==> config.mk <==
export PLATFORM = sky130hd
export DESIGN_NAME = elite_partial_selection_sort
export DESIGN_NICKNAME = d
export VERILOG_FILES = /design/src/hdl/epss_pkg.sv /design/src/hdl/elite_partial_selection_sort.sv /design/src/hdl/epss_ram.sv /design/src/hdl/epss_regs.sv /design/src/hdl/epss_core.sv
export SDC_FILE = /design/constraint.sdc
export NUM_CORES = 2
export LEC_CHECK = 0
export BUFFER_PORTS_ARGS = -buffer_cell sky130_fd_sc_hd__buf_4
export CORE_UTILIZATION = 64
export CTS_CLUSTER_DIAMETER = 50
export DETAILED_ROUTE_END_ITERATION = 12
export PLACE_DENSITY = 0.78
export SYNTH_ARGS = -nofsm -noshare
export SYNTH_HDL_FRONTEND = slang
export SYNTH_SLANG_ARGS = --single-unit
export TNS_END_PERCENT = 10
==> constraint.sdc <==
create_clock -name clk -period 12.5 [get_ports clk]
set_input_delay 1.25 -clock clk [delete_from_list [all_inputs] [get_ports clk]]
set_output_delay 1.25 -clock clk [all_outputs]
set_load 0.01 [all_outputs]
==> src/hdl/epss_pkg.sv <==
// Package of the elite selector: sizes, payload structs and register map.
// No dependencies.
`timescale 1ns / 1ps

package epss_pkg;

	// population storage
	localparam int POP_MAX     = 64;
	localparam int MAX_RESULTS = 64;
	localparam int AW          = $clog2(POP_MAX);
	localparam int CW          = $clog2(POP_MAX + 1);
	localparam int SEL_W       = (CW > 8) ? CW : 8;

	// field widths
	localparam int FIT_W = 32;
	localparam int IDX_W = 6;
	localparam int EC_W  = 7;

	// register map (word index from paddr[2])
	localparam logic REG_ELITE_COUNT = 1'b0;
	localparam logic [EC_W-1:0] ELITE_COUNT_RESET = 7'd2;

	typedef struct packed {
		logic signed [FIT_W-1:0] fitness;
		logic                    load_last;
	} in_t;

	typedef struct packed {
		logic [IDX_W-1:0]        elite_index;
		logic signed [FIT_W-1:0] elite_fitness;
		logic                    elite_last;
	} out_t;

	// one stored individual
	typedef struct packed {
		logic signed [FIT_W-1:0] fit;
		logic [IDX_W-1:0]        idx;
	} entry_t;

endpackage

==> src/hdl/elite_partial_selection_sort.sv <==
// Top level of the elite selector: APB register block and selection engine.
// Depends on epss_pkg, epss_regs and epss_core.
//
// Usage:
//   Load a population one individual per transaction: present item and raise
//   start; the transaction is taken at an edge where start is high and busy low.
//   While busy is low, a population streams in at one item per cycle.
//   The item with load_last set closes the population; items beyond POP_MAX
//   are dropped. The elite count (elite_count rounded up to even, clamped to
//   the population size) is then picked by a selection sort that reuses one
//   comparator and the population store (one write and one read port).
//   While selecting, busy is high. With an elite count of zero the block
//   never goes busy, and the population yields no result.
//   One result per pass appears on result for a single cycle, flagged by
//   result_valid, in ascending fitness order; elite_last marks the final one.
//   The receiver cannot stall: every result must be taken when shown.
//   elite_count is written over APB at byte address 0; the user must do so only
//   while idle, as the block does not enforce it. Reset clears the load count
//   and returns elite_count to 2; stored fitness values are left as they were.
`timescale 1ns / 1ps

module elite_partial_selection_sort import epss_pkg::*; (
	input  logic        clk,
	input  logic        arst_n,
	input  logic        psel,
	input  logic        penable,
	input  logic        pwrite,
	input  logic [2:0]  paddr,
	input  logic [31:0] pwdata,
	output logic [31:0] prdata,
	output logic        pready,
	input  logic        start,
	output logic        busy,
	input  in_t         item,
	output out_t        result,
	output logic        result_valid
);

	logic [EC_W-1:0] elite_count;

	epss_regs u_regs (
		.clk         (clk),
		.arst_n      (arst_n),
		.psel        (psel),
		.penable     (penable),
		.pwrite      (pwrite),
		.paddr       (paddr),
		.pwdata      (pwdata),
		.prdata      (prdata),
		.pready      (pready),
		.elite_count (elite_count)
	);

	epss_core u_core (
		.clk          (clk),
		.arst_n       (arst_n),
		.start        (start),
		.busy         (busy),
		.item         (item),
		.elite_count  (elite_count),
		.result       (result),
		.result_valid (result_valid)
	);

endmodule

==> src/hdl/epss_ram.sv <==
// Generic single-write, single-read RAM with registered read data.
// No dependencies.
`timescale 1ns / 1ps

module epss_ram #(
	parameter int WIDTH = 8,
	parameter int DEPTH = 64
) (
	input  logic                     clk,
	input  logic                     we,
	input  logic [$clog2(DEPTH)-1:0] waddr,
	input  logic [WIDTH-1:0]         wdata,
	input  logic [$clog2(DEPTH)-1:0] raddr,
	output logic [WIDTH-1:0]         rdata
);

	logic [WIDTH-1:0] mem [DEPTH];

	// write port and registered read port
	always_ff @(posedge clk) begin
		if (we) begin
			mem[waddr] <= wdata;
		end
		rdata <= mem[raddr];
	end

endmodule

==> src/hdl/epss_regs.sv <==
// APB register block of the elite selector: holds elite_count.
// Depends on epss_pkg.
`timescale 1ns / 1ps

module epss_regs import epss_pkg::*; (
	input  logic            clk,
	input  logic            arst_n,
	input  logic            psel,
	input  logic            penable,
	input  logic            pwrite,
	input  logic [2:0]      paddr,
	input  logic [31:0]     pwdata,
	output logic [31:0]     prdata,
	output logic            pready,
	output logic [EC_W-1:0] elite_count
);

	logic [EC_W-1:0] elite_count_q;
	logic            wr_en;

	assign pready      = 1'b1;
	assign wr_en       = psel && penable && pwrite && pready;
	assign elite_count = elite_count_q;

	// register write, access phase only
	always_ff @(posedge clk or negedge arst_n) begin
		if (!arst_n) begin
			elite_count_q <= ELITE_COUNT_RESET;
		end else if (wr_en && (paddr[2] == REG_ELITE_COUNT)) begin
			elite_count_q <= pwdata[EC_W-1:0];
		end
	end

	// read mux
	always_comb begin
		prdata = '0;
		if (paddr[2] == REG_ELITE_COUNT) begin
			prdata = {{(32 - EC_W){1'b0}}, elite_count_q};
		end
	end

endmodule

==> src/hdl/epss_core.sv <==
// Load and selection engine: population store, shared comparator and sequencer.
// Depends on epss_pkg and epss_ram.
`timescale 1ns / 1ps

module epss_core import epss_pkg::*; (
	input  logic            clk,
	input  logic            arst_n,
	input  logic            start,
	output logic            busy,
	input  in_t             item,
	input  logic [EC_W-1:0] elite_count,
	output out_t            result,
	output logic            result_valid
);

	typedef enum logic [2:0] {
		S_IDLE,
		S_HEAD,
		S_SCAN,
		S_PUT_BEST,
		S_PUT_HEAD
	} state_t;

	localparam int EW = $bits(entry_t);

	state_t        state_q;
	logic          busy_q;
	logic          result_valid_q;
	out_t          result_q;
	logic [CW-1:0] lc_q;
	logic [CW-1:0] n_q;
	logic [CW-1:0] cnt_q;
	logic [AW-1:0] p_q;
	logic [CW-1:0] q_q;
	logic          vld_s1;
	logic          head_s1;
	logic [AW-1:0] addr_s1;

	entry_t        best_q;
	entry_t        head_q;
	logic [AW-1:0] best_addr_q;

	logic          accept;
	logic          full;
	logic [CW-1:0] n_acc;
	logic [SEL_W-1:0] ec_even;
	logic [SEL_W-1:0] cnt_tmp;
	logic [CW-1:0] cnt_acc;
	logic          pass_last;
	logic          is_less;

	logic          ram_we;
	logic [AW-1:0] ram_waddr;
	entry_t        ram_wdata;
	logic [AW-1:0] ram_raddr;
	logic [EW-1:0] ram_rdata;
	entry_t        rd;

	assign busy         = busy_q;
	assign result       = result_q;
	assign result_valid = result_valid_q;
	assign rd           = entry_t'(ram_rdata);

	// transaction accept and elite count for this population
	always_comb begin
		accept  = start && !busy_q;
		full    = (lc_q == CW'(POP_MAX));
		n_acc   = full ? lc_q : lc_q + CW'(1);
		ec_even = SEL_W'(elite_count) + SEL_W'(elite_count[0]);
		cnt_tmp = ec_even;
		if (cnt_tmp > SEL_W'(n_acc)) begin
			cnt_tmp = SEL_W'(n_acc);
		end
		if (cnt_tmp > SEL_W'(MAX_RESULTS)) begin
			cnt_tmp = SEL_W'(MAX_RESULTS);
		end
		cnt_acc   = CW'(cnt_tmp);
		pass_last = ((CW'(p_q) + CW'(1)) == cnt_q);
	end

	// shared comparator: signed fitness against the current best
	assign is_less = (rd.fit < best_q.fit);

	// store port control
	always_comb begin
		ram_we    = 1'b0;
		ram_waddr = lc_q[AW-1:0];
		ram_wdata = '{fit: item.fitness, idx: IDX_W'(lc_q)};
		ram_raddr = q_q[AW-1:0];
		case (state_q)
			S_IDLE: begin
				ram_we = accept && !full;
			end
			S_HEAD: begin
				ram_raddr = p_q;
			end
			S_PUT_BEST: begin
				ram_we    = 1'b1;
				ram_waddr = p_q;
				ram_wdata = best_q;
			end
			S_PUT_HEAD: begin
				ram_we    = 1'b1;
				ram_waddr = best_addr_q;
				ram_wdata = head_q;
			end
			default: begin
			end
		endcase
	end

	epss_ram #(
		.WIDTH(EW),
		.DEPTH(POP_MAX)
	) u_store (
		.clk   (clk),
		.we    (ram_we),
		.waddr (ram_waddr),
		.wdata (ram_wdata),
		.raddr (ram_raddr),
		.rdata (ram_rdata)
	);

	// sequencer: load, then one scan-and-swap pass per elite position
	always_ff @(posedge clk or negedge arst_n) begin
		if (!arst_n) begin
			state_q        <= S_IDLE;
			busy_q         <= 1'b0;
			result_valid_q <= 1'b0;
			result_q       <= '0;
			lc_q           <= '0;
			n_q            <= '0;
			cnt_q          <= '0;
			p_q            <= '0;
			q_q            <= '0;
			vld_s1         <= 1'b0;
			head_s1        <= 1'b0;
			addr_s1        <= '0;
		end else begin
			result_valid_q <= 1'b0;
			case (state_q)
				S_IDLE: begin
					if (accept) begin
						if (item.load_last) begin
							lc_q  <= '0;
							n_q   <= n_acc;
							cnt_q <= cnt_acc;
							p_q   <= '0;
							if (cnt_acc != '0) begin
								state_q <= S_HEAD;
								busy_q  <= 1'b1;
							end
						end else if (!full) begin
							lc_q <= lc_q + CW'(1);
						end
					end
				end
				S_HEAD: begin
					vld_s1  <= 1'b1;
					head_s1 <= 1'b1;
					addr_s1 <= p_q;
					q_q     <= CW'(p_q) + CW'(1);
					state_q <= S_SCAN;
				end
				S_SCAN: begin
					if (q_q < n_q) begin
						vld_s1  <= 1'b1;
						head_s1 <= 1'b0;
						addr_s1 <= q_q[AW-1:0];
						q_q     <= q_q + CW'(1);
					end else begin
						vld_s1 <= 1'b0;
						if (!vld_s1) begin
							state_q <= S_PUT_BEST;
						end
					end
				end
				S_PUT_BEST: begin
					result_valid_q         <= 1'b1;
					result_q.elite_index   <= best_q.idx;
					result_q.elite_fitness <= best_q.fit;
					result_q.elite_last    <= pass_last;
					state_q                <= S_PUT_HEAD;
				end
				S_PUT_HEAD: begin
					if (pass_last) begin
						state_q <= S_IDLE;
						busy_q  <= 1'b0;
					end else begin
						p_q     <= p_q + AW'(1);
						state_q <= S_HEAD;
					end
				end
				default: begin
					state_q <= S_IDLE;
					busy_q  <= 1'b0;
				end
			endcase
		end
	end

	// running minimum: first strictly smaller entry wins
	always_ff @(posedge clk) begin
		if ((state_q == S_SCAN) && vld_s1) begin
			if (head_s1) begin
				best_q      <= rd;
				head_q      <= rd;
				best_addr_q <= addr_s1;
			end else if (is_less) begin
				best_q      <= rd;
				best_addr_q <= addr_s1;
			end
		end
	end

endmodule

==> flow_summary.yaml <==
setup_path:
  crit_slowest_cell: "mux2_8"
  end_kind: "flip-flop"
  critPathBufInv: 2
  setup.worst_path.start: "u_core.state_q[0]"
  critPathCapture: "u_core.u_store.rdata[13]"
  worst-path-stages: 10
  critPathRequiredTime_ns: 13.20
  critPathTopFamily: "multiplexers"
  cp_common_cell: "mux2i_1"
  r2r_start: "u_core.state_q[0]"
  r2r-end: "u_core.u_store.rdata[13]"
  critPathMaxFanout: 119
  arrival_ns: 6.29
  reg2regPathDepth: 10
  slowest_delay_ns: 0.79
  crit_chain: "or3b_1, mux2_8, buf_12, buf_4, mux2i_1, mux2i_1, mux2i_1, mux2i_1, a32oi_1, o211ai_1"
  r2r_slack_ns: 6.91
  path_class: "flip-flop to flip-flop"
  worst_setup_path_start_kind: "flip-flop"
routing:
  drc_errors: 6
  vias: 66190
  wl_met2_mm: 126.5
  wl_met1_mm: 98.98
  viasPerCell: 6.557
  routed_wl_mm: 265.3
  wl_per_cell_um: 26.28
  wl_met3_mm: 25.94
  drt_first_pass_iters: 12
  drt_first_iter_violations: 9234
  ant_nets: 0
  topRoutingLayerUsed: "met4"
pwr:
  total_power_mw: 29.83
  cellPowerDensity_mw_per_mm2: 252.0
  vdd_drop_max_v: 0.0002681
  power_leakage_nw: 42.39
yosys:
  ys_ff_latch: 2645
  yosys_warnings: 0
  ys_seq_area_share_pct: 73.66
  ys_async_sr_fraction_pct: 3.516
  synthTopCellsByArea: "edfxtp_1 71%, nand2_1 7.1%, mux2i_1 5.4%, nand3_1 3.9%, dfrtp_1 2.2%"
  synth_ff_type: "edfxtp_1"
  syn_area_per_cell_um2: 13.85
  synth-edff-count: 2514
  netlist_area_mm2: 0.1067
  netlist.area_leader.share_pct: 70.76
  ys_types: 73
  syn_inst: 7702
  yosysTopAreaCell: "edfxtp_1"
cts:
  ctsLongestPathBuffers: 4
  cts_resized: 0
  clockRootBuffer: "clkbuf_16"
  cts_tree: "built"
  htreeDepth: 5
  cts_setup_buffers: 0
  clkSlewWorstSetupHoldPaths_ns: 0.06
  clock_latency_ns: 0.89
  cts.sinks: 2645
  cts-buffers-inserted: 279
  postCtsHoldBufs: 0
cells_and_area:
  drive_gt1_share_pct: 9.285
  most-common-layout-cells: "2514 x edfxtp_1, 1976 x nand2_1, 819 x nand3_1"
  regArea_mm2: 0.07858
  syn2layout_area_growth_pct: 10.96
  multiInputGateArea_mm2: 0.02621
  nets: 7832
  final_common_cell: "edfxtp_1"
  instances_no_fill: 10100
  fillCellCount: 10180
timing:
  finalHoldViolations: 0
  slew-limit-headroom_pct: 10.56
  slew_viol_final: 0
  fmax_ghz: 0.1789
  finClkSkew_ns: 0.03958
  fin_crit_ns: 5.591
  final-setup-viol-count: 0
  fin_crit_sh_pct: 44.73
  rsz0062_at_grt: "false"
  hold-worst-slack_ns: 0.2805
  finalSetupTns_ns: 0
  tightest_slew_ns: 1.342
die:
  fp.dieArea_mm2: 0.1683
  die_h_um: 410.3
  row_count: 149
  core_region_area_mm2: 0.1652
  io_pins: 148
  die_w_um: 410.3
  start_util_pct: 64.59
status:
  violations: "DRC"
  status: "complete, but fails checks"
grt:
  grt_start_max_net_pins: 171
  grt-ovfl-total: 0
  antenna_found_initial: 1
  grt_use_total_pct: 31.16
  grt_pass1_wl_mm: 392.7
  grt_pass1_vias: 64150
place:
  port-buffer-count: 94
  gp_congestion: 0.8698
  dp_cells: 9620
  dp_hpwl_mm: 135.8
flow_run:
  maxCapViolCount: 0
min_path:
  hp-class: "primary input to asynchronous set/reset pin"
[cell usage after synthesis, drive strengths merged (3+ instances only)]
library cell / instances
a32oi: 38
a311oi: 229
nor2b: 13
o211ai: 38
nor4: 4
a22oi: 32
o21ai: 59
a211oi: 3
nand2b: 15
o22ai: 4
clkbuf: 274
dfxtp: 38
buf: 255
nor3: 12
nor2: 105
a22o: 8
nand2: 2009
a211o: 42
nand4: 7
mux2: 11
ha: 46
a21oi: 18
xor2: 15
and2: 4
a31oi: 48
mux2i: 580
a221o: 8
o31ai: 4
a311o: 38
and3: 158
nand3: 821
edfxtp: 2514
inv: 55
a221oi: 5
xnor2: 7
dfrtp: 92
or3: 3
a21o: 21
a31o: 38
[power breakdown]
part	total [mW]	switching [mW]	internal, mW
combinational	10.6	7.44	3.13
sequential	11.3	0.299	11.0
clock	7.96	3.23	4.73
[cells by family after synthesis]
kind of cell	after synthesis	share of synthesized area (%)
adders and majority gates	46	0.5395
AOI/OAI and AO/OA	646	4.883
xor gates and xnor gates	22	0.1806
muxes	591	5.565
and+or+nand+nor	3166	12.67
other	2	0.007040
DFF	2645	73.66
buffers and inverters	584	2.493
[worst min path at each step]
stage	end	slack, ns	cells past startpoint
2_1_floorplan	u_core.best_q[0]	0.40	0
3_3_place_gp	u_core.head_q[4]	0.42	0
3_5_place_dp	u_core.head_q[1]	0.42	0
4_1_cts	u_core.result[23]	0.25	1
5_1_grt	u_core.result[23]	0.29	1
6_report	u_core.result[35]	0.28	1
[metal layers]
layer / track usage [%] / up-vias
li1: - / 28590
met1: 42.66 / 32900
met2: 49.30 / 3994
met3: 4.487 / 715
met4: 15.91 / 0
met5: 0 / -
[cell type report]
| type | count | area share [%] |
|---|---|---|
| clock inverters | 114 | 0.9798 |
| repair buffers | 234 | 1.643 |
| flip-flops and latches | 2645 | 66.38 |
| diodes | 1 | 0.002114 |
| well taps | 2189 | 2.314 |
| inverters | 55 | 0.1744 |
| multi-input cells | 4497 | 22.14 |
| clock buffers | 360 | 6.367 |
[flip-flops by register name (all words and copies together) (netlist names), 7 cells and up]
register              cells
u_regs.elite_count        7
u_core.n_q                7
u_core.u_store.rdata     38
u_core.lc_q               7
u_core.u_store.mem     2432
u_core.best_q            38
u_core.head_q            38
u_core.cnt_q              7
u_core.q_q                7
u_core.result            39
[stage by stage]
stage / setup WS [ns] / instance area (um2) / util, %
global placement: 7.096 / 109700 / 66.40
detailed placement: 6.984 / 109700 / 66.40
finish: 6.909 / 118400 / 71.67
CTS: 6.969 / 118400 / 71.67
floorplan: 7.946 / 106800 / -
global route: 6.687 / 118400 / 71.67
Note: power is estimated with default switching activity, not from simulation.
